$ cat config.mk
export PLATFORM = sky130hd
export DESIGN_NAME = rgb_rainbow_fader_unit
export DESIGN_NICKNAME = d
export VERILOG_FILES = /design/src/rtl/rrf_pkg.sv /design/src/rtl/rgb_rainbow_fader_unit.sv /design/src/rtl/rrf_step.sv
export VERILOG_INCLUDE_DIRS = /design/src /design/src/rtl
export SDC_FILE = /design/constraint.sdc
export NUM_CORES = 1
export LEC_CHECK = 0
export BUFFER_PORTS_ARGS = -buffer_cell sky130_fd_sc_hd__buf_2
export CAP_MARGIN = 20
export CORE_MARGIN = 4
export CORE_UTILIZATION = 65
export CTS_CLUSTER_DIAMETER = 200
export DETAILED_ROUTE_END_ITERATION = 8
export PLACE_DENSITY = 0.87
export SETUP_SLACK_MARGIN = 0.2
export SLEW_MARGIN = 20
export SYNTH_ARGS = -nofsm -noshare
export SYNTH_HDL_FRONTEND = slang
export SYNTH_SLANG_ARGS = --single-unit
$ cat constraint.sdc
create_clock -name clock -period 56.2 [get_ports clock]
set_input_delay 16.86 -clock clock [delete_from_list [all_inputs] [get_ports clock]]
set_output_delay 16.86 -clock clock [all_outputs]
set_load 0.01 [all_outputs]
$ cat src/rtl/rgb_rainbow_fader_unit_assert.svh
// Assertion macros for the rainbow fader unit.
// Used by rgb_rainbow_fader_unit.sv; expects signals clock and reset in scope.
`ifndef RGB_RAINBOW_FADER_UNIT_ASSERT_SVH
`define RGB_RAINBOW_FADER_UNIT_ASSERT_SVH

// same-cycle implication, checked on every rising clock edge outside reset
`define RRF_ASSERT_NOW(label, ante, cons) \
   label: assert property (@(posedge clock) disable iff (reset) (ante) |-> (cons)) \
      else $error("rrf assertion failed");

// next-cycle implication
`define RRF_ASSERT_NEXT(label, ante, cons) \
   label: assert property (@(posedge clock) disable iff (reset) (ante) |=> (cons)) \
      else $error("rrf assertion failed");

`endif

$ cat src/rtl/rrf_pkg.sv
// Package for the rainbow fader unit: widths, register indexes, reset values.
// No dependencies; used by rrf_step.sv and rgb_rainbow_fader_unit.sv.
`timescale 1ns / 1ps

package rrf_pkg;

   localparam int LEVEL_WIDTH_DEF = 16;   // Q8.8 levels by default
   localparam int CSR_WIDTH       = 16;
   localparam int CSR_INDEX_WIDTH = 2;
   localparam int TIME_WIDTH      = 16;   // Q0.16
   localparam int OUT_WIDTH       = 16;   // per-channel output field
   localparam int REQ_TDATA_WIDTH = TIME_WIDTH;
   localparam int RSP_TDATA_WIDTH = 3 * OUT_WIDTH;
   localparam int CHAN_WIDTH      = 2;

   localparam logic [CSR_WIDTH-1:0] HIGH_RESET  = 16'hFF00;
   localparam logic [CSR_WIDTH-1:0] LOW_RESET   = 16'h0000;
   localparam logic [CSR_WIDTH-1:0] SPEED_RESET = 16'h0A00;   // 10.0

   typedef enum logic [CSR_INDEX_WIDTH-1:0] {
      CSR_LEVEL_HIGH = 2'd0,
      CSR_LEVEL_LOW  = 2'd1,
      CSR_FADE_SPEED = 2'd2
   } csr_index_type;

   typedef logic [CHAN_WIDTH-1:0] chan_type;
   localparam chan_type CH_RED   = 2'd0;
   localparam chan_type CH_GREEN = 2'd1;
   localparam chan_type CH_BLUE  = 2'd2;

endpackage

$ cat src/rtl/rgb_rainbow_fader_unit.sv
// Rainbow fader unit: one result word per time-step word.
// Depends on rrf_pkg, rrf_step and rgb_rainbow_fader_unit_assert.svh.
//
// Each req word carries a time step; the unit forms d = fade_speed * time_step
// (Q8.8) and moves the active channel against its partner, giving a
// red -> blue -> green -> red cycle; every step returns all three levels.
// The path holds two registers (input register, then result register). A word can
// be taken every cycle: the step logic (one 16x16 multiply at the default
// width, then compares and clamps) sits between the input register and the
// result/state registers, and the channel state updates in the same cycle
// the result is loaded, so back-to-back steps see the fresh levels. rsp
// back-pressure holds the result register and, one word later, stalls req.
// CSR writes (level_high, level_low, fade_speed) act on the next step and
// do not reload the levels; write them only while the unit is idle.
`timescale 1ns / 1ps
`include "rgb_rainbow_fader_unit_assert.svh"

module rgb_rainbow_fader_unit #(
   parameter int LEVEL_WIDTH = rrf_pkg::LEVEL_WIDTH_DEF   // 8..32
) (
   input  logic                                   clock,
   input  logic                                   reset,
   // config write port
   input  logic                                   csr_we,
   input  logic [rrf_pkg::CSR_INDEX_WIDTH-1:0]    csr_index,
   input  logic [rrf_pkg::CSR_WIDTH-1:0]          csr_wdata,
   // step words in
   input  logic                                   req_tvalid,
   output logic                                   req_tready,
   input  logic [rrf_pkg::REQ_TDATA_WIDTH-1:0]    req_tdata,   // [15:0] time_step
   // level words out
   output logic                                   rsp_tvalid,
   input  logic                                   rsp_tready,
   output logic [rrf_pkg::RSP_TDATA_WIDTH-1:0]    rsp_tdata    // [15:0] red_level,
                                                               // [31:16] green_level,
                                                               // [47:32] blue_level
);
   import rrf_pkg::*;

   localparam int RW = (LEVEL_WIDTH > OUT_WIDTH) ? LEVEL_WIDTH : OUT_WIDTH;
   localparam logic [LEVEL_WIDTH-1:0] LVL_MAX = LEVEL_WIDTH'(255) << (LEVEL_WIDTH - 8);

   // config registers
   logic [CSR_WIDTH-1:0] high_ff, low_ff, speed_ff;

   // input stage
   logic                  s1_valid_ff;
   logic [TIME_WIDTH-1:0] s1_time_ff;

   // channel state
   logic [LEVEL_WIDTH-1:0] lvl_ff [3];
   logic [LEVEL_WIDTH-1:0] lvl_in [3];
   chan_type               act_ff, act_in;

   // result stage
   logic                       rsp_valid_ff;
   logic [RSP_TDATA_WIDTH-1:0] rsp_data_ff, rsp_data_in;

   logic step_fire;
   logic [RW-1:0] out_ext [3];

   assign step_fire  = s1_valid_ff && (!rsp_valid_ff || rsp_tready);
   assign req_tready = !s1_valid_ff || step_fire;
   assign rsp_tvalid = rsp_valid_ff;
   assign rsp_tdata  = rsp_data_ff;

   rrf_step #(
      .LEVEL_WIDTH (LEVEL_WIDTH)
   ) u_step (
      .level_high (high_ff),
      .level_low  (low_ff),
      .fade_speed (speed_ff),
      .time_step  (s1_time_ff),
      .lvl_cur    (lvl_ff),
      .act_cur    (act_ff),
      .lvl_nxt    (lvl_in),
      .act_nxt    (act_in)
   );

   // outputs are the low 16 bits of each level
   always_comb begin
      for (int i = 0; i < 3; i++) begin
         out_ext[i] = RW'(lvl_in[i]);
      end
      rsp_data_in = {out_ext[2][OUT_WIDTH-1:0], out_ext[1][OUT_WIDTH-1:0],
                     out_ext[0][OUT_WIDTH-1:0]};
   end

   always_ff @(posedge clock) begin
      if (reset) begin
         high_ff  <= HIGH_RESET;
         low_ff   <= LOW_RESET;
         speed_ff <= SPEED_RESET;
      end else if (csr_we) begin
         unique case (csr_index)
            CSR_LEVEL_HIGH: high_ff  <= csr_wdata;
            CSR_LEVEL_LOW:  low_ff   <= csr_wdata;
            CSR_FADE_SPEED: speed_ff <= csr_wdata;
            default: ;   // unmapped index, dropped
         endcase
      end
   end

   always_ff @(posedge clock) begin
      if (reset) begin
         s1_valid_ff  <= 1'b0;
         rsp_valid_ff <= 1'b0;
         lvl_ff[0]    <= LVL_MAX;
         lvl_ff[1]    <= '0;
         lvl_ff[2]    <= '0;
         act_ff       <= CH_RED;
      end else begin
         if (req_tready) begin
            s1_valid_ff <= req_tvalid;
         end
         if (step_fire) begin
            rsp_valid_ff <= 1'b1;
            lvl_ff       <= lvl_in;
            act_ff       <= act_in;
         end else if (rsp_tready) begin
            rsp_valid_ff <= 1'b0;
         end
      end
   end

   // payload registers, no reset
   always_ff @(posedge clock) begin
      if (req_tvalid && req_tready) begin
         s1_time_ff <= req_tdata[TIME_WIDTH-1:0];
      end
      if (step_fire) begin
         rsp_data_ff <= rsp_data_in;
      end
   end

   // a step always leaves a result behind
   `RRF_ASSERT_NEXT(a_step_gives_rsp, step_fire, rsp_valid_ff)
   // channel state moves only on a step
   `RRF_ASSERT_NEXT(a_state_only_on_step, !step_fire,
      $stable(act_ff) && $stable(lvl_ff[0]) && $stable(lvl_ff[1]) && $stable(lvl_ff[2]))
   // active channel never takes the unused code
   `RRF_ASSERT_NOW(a_act_legal, 1'b1, act_ff != 2'd3)

endmodule

$ cat src/rtl/rrf_step.sv
// One fade step: bound sanitizing, d = speed * time, active/partner update.
// Depends on rrf_pkg. Purely combinational; the caller registers the result.
`timescale 1ns / 1ps

module rrf_step #(
   parameter int LEVEL_WIDTH = rrf_pkg::LEVEL_WIDTH_DEF
) (
   input  logic [rrf_pkg::CSR_WIDTH-1:0]  level_high,
   input  logic [rrf_pkg::CSR_WIDTH-1:0]  level_low,
   input  logic [rrf_pkg::CSR_WIDTH-1:0]  fade_speed,
   input  logic [rrf_pkg::TIME_WIDTH-1:0] time_step,
   input  logic [LEVEL_WIDTH-1:0]         lvl_cur [3],
   input  rrf_pkg::chan_type              act_cur,
   output logic [LEVEL_WIDTH-1:0]         lvl_nxt [3],
   output rrf_pkg::chan_type              act_nxt
);
   import rrf_pkg::*;

   localparam int RW = (LEVEL_WIDTH > CSR_WIDTH) ? LEVEL_WIDTH : CSR_WIDTH;
   localparam int PW = LEVEL_WIDTH + TIME_WIDTH;
   localparam logic [LEVEL_WIDTH-1:0] LVL_MAX = LEVEL_WIDTH'(255) << (LEVEL_WIDTH - 8);

   logic [RW-1:0]          high_ext, low_ext, speed_ext;
   logic [LEVEL_WIDTH-1:0] h_raw, l_raw, h_clip, lo, hi, speed, d;
   logic [PW-1:0]          prod;
   chan_type               a, p;
   logic [LEVEL_WIDTH-1:0] cur, nxt, cur1, cur2, cur4, nxt3;
   logic [LEVEL_WIDTH:0]   cur3, nxt2;
   logic                   turn;

   always_comb begin
      // bounds, masked to the level width
      high_ext  = RW'(level_high);
      low_ext   = RW'(level_low);
      speed_ext = RW'(fade_speed);
      h_raw     = high_ext[LEVEL_WIDTH-1:0];
      l_raw     = low_ext[LEVEL_WIDTH-1:0];
      speed     = speed_ext[LEVEL_WIDTH-1:0];
      h_clip    = (h_raw > LVL_MAX) ? LVL_MAX : h_raw;
      lo        = (l_raw >= h_clip) ? '0 : l_raw;
      hi        = (h_clip <= lo) ? LVL_MAX : h_clip;

      prod = PW'(speed) * PW'(time_step);
      d    = prod[PW-1:TIME_WIDTH];

      // a stray code 3 behaves as red
      a = (act_cur > CH_BLUE) ? CH_RED : act_cur;
      unique case (a)
         CH_RED:   p = CH_BLUE;
         CH_GREEN: p = CH_RED;
         default:  p = CH_GREEN;
      endcase

      cur = lvl_cur[a];
      nxt = lvl_cur[p];

      cur1 = (cur <= nxt) ? ((cur >= d) ? cur - d : '0) : cur;
      cur2 = (cur1 <= lo) ? lo : cur1;
      cur3 = (cur2 < hi && nxt < hi) ? {1'b0, cur2} + {1'b0, d} : {1'b0, cur2};
      cur4 = (cur3 >= {1'b0, hi}) ? hi : cur3[LEVEL_WIDTH-1:0];
      nxt2 = (cur4 == hi) ? {1'b0, nxt} + {1'b0, d} : {1'b0, nxt};
      nxt3 = (nxt2 >= {1'b0, hi}) ? hi : nxt2[LEVEL_WIDTH-1:0];
      turn = (nxt3 == hi) && (cur4 == lo);

      lvl_nxt    = lvl_cur;
      lvl_nxt[a] = cur4;
      lvl_nxt[p] = nxt3;
      act_nxt    = turn ? p : a;
   end

endmodule

* Word-level counts from Yosys, hierarchy flattened
Index checks and enable logic that the tools add are counted. W data, S select, Z words.
Word-level totals: register bits after elaboration 164, input bits 39, output and inout bits 50, logic and storage cells 81
Cells by class: $add $sub $neg 3, multipliers 1, order comparisons 15, eq/ne operators 6, muxes and demuxes 27, bitwise gates (word level) 2, reductions and logical operators 16
Operator list (number):
- $mux W16 | 14
- $bwmux W48 | 2
- $bmux W16 S2 | 2
- $demux W16 S2 | 2
- $eq A16 B16 Y1 | 3
- $le A16 B16 Y1 | 3
- $add A16 B16 Y17 | 2
- $ge A17 B16 Y1 | 2
- $mux W17 | 2
- $ge A16 B16 Y1 | 2
- $lt A16 B16 Y1 | 2
- $mul A16 B16 Y32 | 1
- $gt A16 B16 Y1 const B | 1
- $sub A16 B16 Y16 | 1
- $ge A3 B3 Y1 const B | 2
- $logic_and A1 B1 Y1 | 6
- $lt A3 B1 Y1 const B | 2
- $not A2 Y3 | 2
- $reduce_and A2 Y1 | 3
- $eq A2 B1 Y1 const B | 2
- $logic_not A2 Y1 | 2
- $mux W2 | 2
- $pmux W2 S2 | 1
- $eq A2 B2 Y1 const B | 1
- 5 further kinds | 8

* Longest topological paths before layout
Gate-level depths: netlist of run 1.
depth in word-level cells 24, depth in mapped cells 103, gate-level depth less buffers 94

* Hierarchy
Synthesis of run 1 repeated with hierarchy kept, for this count alone.
Second synthesis, totals: cell total of the unflattened synthesis 2986, area total of the unflattened synthesis 24357.1 um2
Modules (own cells, without submodules):
- rrf_step | times used 1, cells each 2484, area an instance 18441.4 um2
- rgb_rainbow_fader_unit | times used 1, cells each 502, area an instance 5915.7 um2

* Least setup slack after synthesis of run 1
OpenSTA, ideal clock, no wires.
path kind input-to-output, start in rsp_tready, end out req_tready, arrival 17157 ps, required time 39340 ps, slack 22183 ps, stages 2, path buffers 0, path through nor2b_1 nand2_1
On the way: word-level cells in the longest chain between the ends 3
RTL lines:
- start, declared | RTL line rgb_rainbow_fader_unit.sv:33 | input logic rsp_tready,
- $logic_or A1 B1 Y1 | RTL line rgb_rainbow_fader_unit.sv:62 | assign step_fire = s1_valid_ff && (!rsp_valid_ff || rsp_tready);
- $logic_and A1 B1 Y1 | RTL line rgb_rainbow_fader_unit.sv:62
- $logic_or A1 B1 Y1 | RTL line rgb_rainbow_fader_unit.sv:63 | assign req_tready = !s1_valid_ff || step_fire;
- end, declared | RTL line rgb_rainbow_fader_unit.sv:29 | output logic req_tready,
Every way passes these cells.

* Worst setup path after layout of run 1
Same ends and word-level chain as after synthesis.

==> results.yml, run 1 <==
worst_setup_path:
  crit_path_end_kind: "output port"
  start_kind: "primary input"
  cpMaxStageDelayCell: "nor2b_1"
  cp.arrival_ns: 17.38
  path_common_cell: "buf_2"
  worstPathCellList: "buf_2 > nor2b_1 > nand2_1 > buf_2"
  worst-path-max-fanout: 4
  critPathRequiredTime_ns: 39.34
  crit_type: "in -> out"
  critical_path.max_stage_delay_ns: 0.19
sta:
  grt_setup_unrepaired: "no"
  tightest_slew_ns: 1.17
  fin_ws_ns: 21.96
  period_share: 0.609
  fmax_mhz: 29.2
  fin_crit_ns: 34.24
  whs_ns: 0.462
  fin_setup_tns_ns: 0
  slew_violations: 0
  finalHoldViolations: 0
  clock_skew_ns: 0.0177
  slew_headroom: 0.212
  setup_viol: 0
placed_design:
  pre_cts_ws_ns: 21.96
  port_buffers: 88
  dpl.hpwl_microns: 61400
  gp_congestion: 1.09
logic_synthesis:
  ys_seq_area_frac: 0.167
  synthArstFlopShare: 0
  synth_edf_count: 64
  synth.distinct_cells: 98
  synth_seq_cells: 164
  yosysWarningCount: 0
  synth_area_sq_um: 23500
  postSynthAreaPerCell_sq_um: 8.15
  synth_ff_type: "dfxtp_1"
  syn_nets: 3389
  synthCells: 2878
layout:
  final_common_cell: "nand2_1"
  final_cell_mix: "nand2_1 (449), inv_1 (344), ha_1 (273), a21oi_1 (265), fa_1 (196)"
  drive_above_1_share: 0.0778
  nets: 3404
  fillers: 2690
  synthToLayoutAreaGrowth_pct: 5.97
global_route:
  grt_pass1_vias: 22200
  grt_pass1_wl_microns: 122000
  grt_usage: 0.397
  grt.overflow.total: 0
  grt_max_degree: 88
  antenna_found_initial: 0
clock_network:
  clkTransAtPathRegs_ns: 0.07
  cts_sinks: 164
  clkLatencyLatePin_ns: 0.46
  ctsResizeCount: 0
  ctsHoldBuffers: 0
  h-tree-depth: 4
  clockBufferDepth: 2
  cts_tree: "built"
  cts_made_buffers: 17
  cts_setup_buffers: 0
  cts_root_buf: "clkbuf_16"
routing:
  wl_microns: 78700
  vias: 22100
  vias_per_cell: 6.55
  routedWlPerCell_microns: 23.4
  drcViolationCount: 0
  antenna_left: 0
  first_pass_iters: 8
  drt_iter0_drc: 2108
floorplan:
  die_w_microns: 198
  dieArea_sq_um: 39200
  core_sq_um: 35600
  num_rows: 69
  start_util: 0.660
  die-height_microns: 198
  ioPinCount: 89
worst_hold_path:
  hp-class: "reg -> reg"
status:
  status: "finished clean"
job:
  cap_violations: 0
-- registers in the layout, indices dropped and copies added, names as in the netlist --
register / cells
s1_valid_ff: 1
s1_time_ff: 16
high_ff: 16
rsp_tdata: 48
speed_ff: 16
act_ff: 2
rsp_tvalid: 1
low_ff: 16
lvl_ff: 48
-- synthesized netlist by cell type, drive strengths merged (5+ instances only) --
cell type,n,area share
a22oi,5,0.0016
a41oi,5,0.0019
mux2i,60,0.026
o21ai,113,0.024
nor4,11,0.0044
and4,6,0.0022
xnor2,77,0.029
a311oi,5,0.0019
nor2,131,0.021
and3,10,0.0027
a21o,55,0.018
nor2b,47,0.013
or3,9,0.0024
buf,17,0.0043
dfxtp,100,0.085
a2111oi,6,0.0033
o211ai,13,0.0047
inv,347,0.056
nor3,21,0.0049
o31a,5,0.0019
nand3,30,0.0064
nand3b,8,0.0026
edfxtp,64,0.082
clkbuf,116,0.019
and2,124,0.033
nand2,449,0.072
a211oi,42,0.014
a31oi,13,0.0037
o21bai,15,0.0048
a211o,16,0.0060
fa,196,0.17
o22ai,10,0.0027
xor2,17,0.0063
a22o,5,0.0019
a21oi,268,0.058
nand2b,23,0.0061
mux2,20,0.010
o21a,22,0.0070
o31ai,11,0.0043
or2,7,0.0020
o211a,6,0.0026
nand4,34,0.0091
ha,276,0.15
-- routing by layer --
layer	global-route usage	part of all wire	vias up
li1	-	-	9778
met1	0.491	0.37	10500
met2	0.652	0.46	1393
met3	0.0834	0.11	343
met4	0.217	0.063	0
met5	0	0	-
-- logic make-up (layout without fill, tap and decap cells) --
| logic type | count (synthesis) | count (layout) | synth area share |
|---|---|---|---|
| AO/OA/AOI/OAI | 651 | 651 | 0.176 |
| XOR/XNOR | 97 | 97 | 0.0383 |
| adder cells (fa/ha/maj) | 476 | 476 | 0.316 |
| buffers and inverters | 484 | 512 | 0.0790 |
| flip-flops | 164 | 164 | 0.167 |
| multiplexers | 80 | 80 | 0.0363 |
| other | 0 | 1 | 0 |
| AND/OR/NAND/NOR | 926 | 926 | 0.187 |
-- critical path, delay by kind of cell --
kind / cells / cell delay, ns
and+or+nand+nor: 2 / 0.28
buffers and inverters: 2 / 0.25
-- layout make-up --
type | instances | area, sq um | area share
Clock inverter | 15 | 156 | 0.00629
Clock buffer | 17 | 425 | 0.0171
Tap cell | 461 | 577 | 0.0232
Timing Repair Buffer | 129 | 748 | 0.0301
Inverter | 351 | 1320 | 0.0530
Sequential cell | 164 | 3920 | 0.158
Multi-Input combinational cell | 2230 | 17700 | 0.712
Antenna cell | 1 | 2.50 | 0.000101
-- path summary, 6_finish.rpt --
check	start	end	slack, ns	cells after the start
setup / recovery	rsp_tready	req_tready	21.96	4
hold / removal	high_ff[5]	high_ff[5]	0.46	2
setup reg to reg	speed_ff[10]	lvl_ff[37]	31.97	91
hold reg to reg	high_ff[5]	high_ff[5]	0.46	2
-- stage by stage --
step,instances,cell area (sq um),util
4_1_cts,3367,24800,0.699
3_3_place_gp,3335,24300,0.682
6_report,3368,24900,0.699
3_5_place_dp,3335,24300,0.682
5_1_grt,3367,24900,0.699
2_1_floorplan,2878,23500,-
Power of run 1 is not shown: default switching activity piles up to over one toggle a cycle in this logic, so the estimate is an artifact.
==> run 2, diff against run 1 <==
==> constraint.sdc (replaced) <==
create_clock -name clock -period 33.4 [get_ports clock]
set_input_delay 10.02 -clock clock [delete_from_list [all_inputs] [get_ports clock]]
set_output_delay 10.02 -clock clock [all_outputs]
set_load 0.01 [all_outputs]
==> run 2 against run 1 <==
Routed wire length grew 7.0%. Worst hold slack improved by 0.0040 ns. Sequential share of layout area hardly changed. Clock-buffer cell count stayed put. Core utilization rose by 0.12 points. Critical path depth up 83. Design area up 0.18%. First-iteration DRC count up 21%. Setup slack worse by 12 ns. Clock skew decreased by 0.00070 ns. Non-clock buffer count is 4 higher. Die area is the same. Critical endpoint is now lvl_ff[6].
==> results.yml, run 2 (synthesized netlist as in run 1, its figures left out) <==
floorplan:
  num_rows: 69
  core_sq_um: 35600
  start_util: 0.660
  die-height_microns: 198
  ioPinCount: 89
  die_w_microns: 198
  dieArea_sq_um: 39200
sta:
  grt_setup_unrepaired: "no"
  fmax_mhz: 42.3
  period_share: 0.708
  fin_crit_ns: 23.63
  finalHoldViolations: 0
  setup_viol: 0
  tightest_slew_ns: 1.14
  whs_ns: 0.466
  clock_skew_ns: 0.0170
  slew_headroom: 0.241
  fin_setup_tns_ns: 0
  slew_violations: 0
global_route:
  grt_pass1_vias: 21900
  grt_max_degree: 81
  grt_usage: 0.424
  antenna_found_initial: 3
  grt.overflow.total: 0
  grt_pass1_wl_microns: 128000
layout:
  post-route-util: 0.700
  fillers: 2809
  design_area_sq_um: 24900
  multiInputGateArea_sq_um: 17700
  regArea_sq_um: 3920
  final_common_cell: "nand2_1"
  drive_above_1_share: 0.0787
  final_cell_mix: "nand2_1 (449), inv_1 (344), ha_1 (273), a21oi_1 (266), fa_1 (196)"
  nets: 3408
  synthToLayoutAreaGrowth_pct: 6.16
  antenna_cells: 0
clock_network:
  clockBufferDepth: 2
  ctsHoldBuffers: 0
  cts_root_buf: "clkbuf_16"
  ctsResizeCount: 0
  cts_setup_buffers: 0
  cts_made_buffers: 17
  clkTransAtPathRegs_ns: 0.08
  h-tree-depth: 4
  cts_sinks: 164
  cts_tree: "built"
  clkLatencyLatePin_ns: 0.47
worst_setup_path:
  rr_worst_depth: 87
  cp.arrival_ns: 23.95
  worst-path-max-fanout: 18
  path_common_cell: "a21oi_1"
  cpMaxStageDelayCell: "a211oi_1"
  r2r-end: "lvl_ff[6]"
  critical_path.max_stage_delay_ns: 0.89
  crit_path_end_kind: "flop"
  critPathRequiredTime_ns: 33.71
  ff2ff_setup_slack_ns: 9.77
  startpoint: "speed_ff[9]"
  crit_type: "reg -> reg"
  start_kind: "flop"
  worstReg2RegStart: "speed_ff[9]"
placed_design:
  placed_area_sq_um: 24300
  dpl.hpwl_microns: 65500
  port_buffers: 88
  gp_congestion: 1.11
routing:
  vias: 22200
  first_pass_iters: 9
  antenna_left: 0
  drt_iter0_drc: 2553
  vias_per_cell: 6.59
  drcViolationCount: 0
  routedWlPerCell_microns: 25.0
  wl_microns: 84200
worst_hold_path:
  hold_end: "high_ff[2]"
  hp-class: "reg -> reg"
  hold_depth: 2
  hold_start: "high_ff[2]"
status:
  status: "finished clean"
job:
  cap_violations: 0
-- run 2: worst max-delay path by stage --
stage / to / slack, ns / cells past startpoint
CTS: lvl_ff[1] / 10.42 / 85
floorplan: req_tready / 13.06 / 2
detailed placement: lvl_ff[6] / 10.56 / 85
finish: lvl_ff[6] / 9.77 / 87
global placement: lvl_ff[2] / 11.28 / 84
global route: lvl_ff[39] / 8.51 / 88
-- run 2: through the flow --
stage / setup WS [ns] / instances
floorplan: 13.06 / 2878
global placement: 11.28 / 3339
detailed placement: 10.56 / 3339
CTS: 10.42 / 3371
global route: 8.51 / 3371
finish: 9.77 / 3371
-- run 2: per-layer routing --
metal,vias to the layer above,global-route usage,part of all wire
met5,-,0,0.00052
met4,6,0.229,0.071
met3,371,0.110,0.12
met2,1437,0.667,0.45
met1,10600,0.537,0.37
li1,9775,-,-
-- run 2: layout make-up --
| cell class | instances | area share |
|---|---|---|
| clock buffer | 17 | 0.0171 |
| sequential | 164 | 0.158 |
| timing repair buffer | 133 | 0.0312 |
| multi-input combinational | 2230 | 0.711 |
| tap | 461 | 0.0232 |
| clock inverter | 15 | 0.00718 |
| inverter | 351 | 0.0529 |
-- run 2: critical path, delay by kind of cell, from the launching register on --
family	cells	cell delay (ns)
DFF	1	0.80
and+or+nand+nor	21	3.32
muxes	4	1.40
adders and majority gates	12	5.04
buffers and inverters	6	0.56
AOI/OAI and AO/OA	43	11.93
xor gates and xnor gates	1	0.37
Power of run 2 is left out for the same reason.
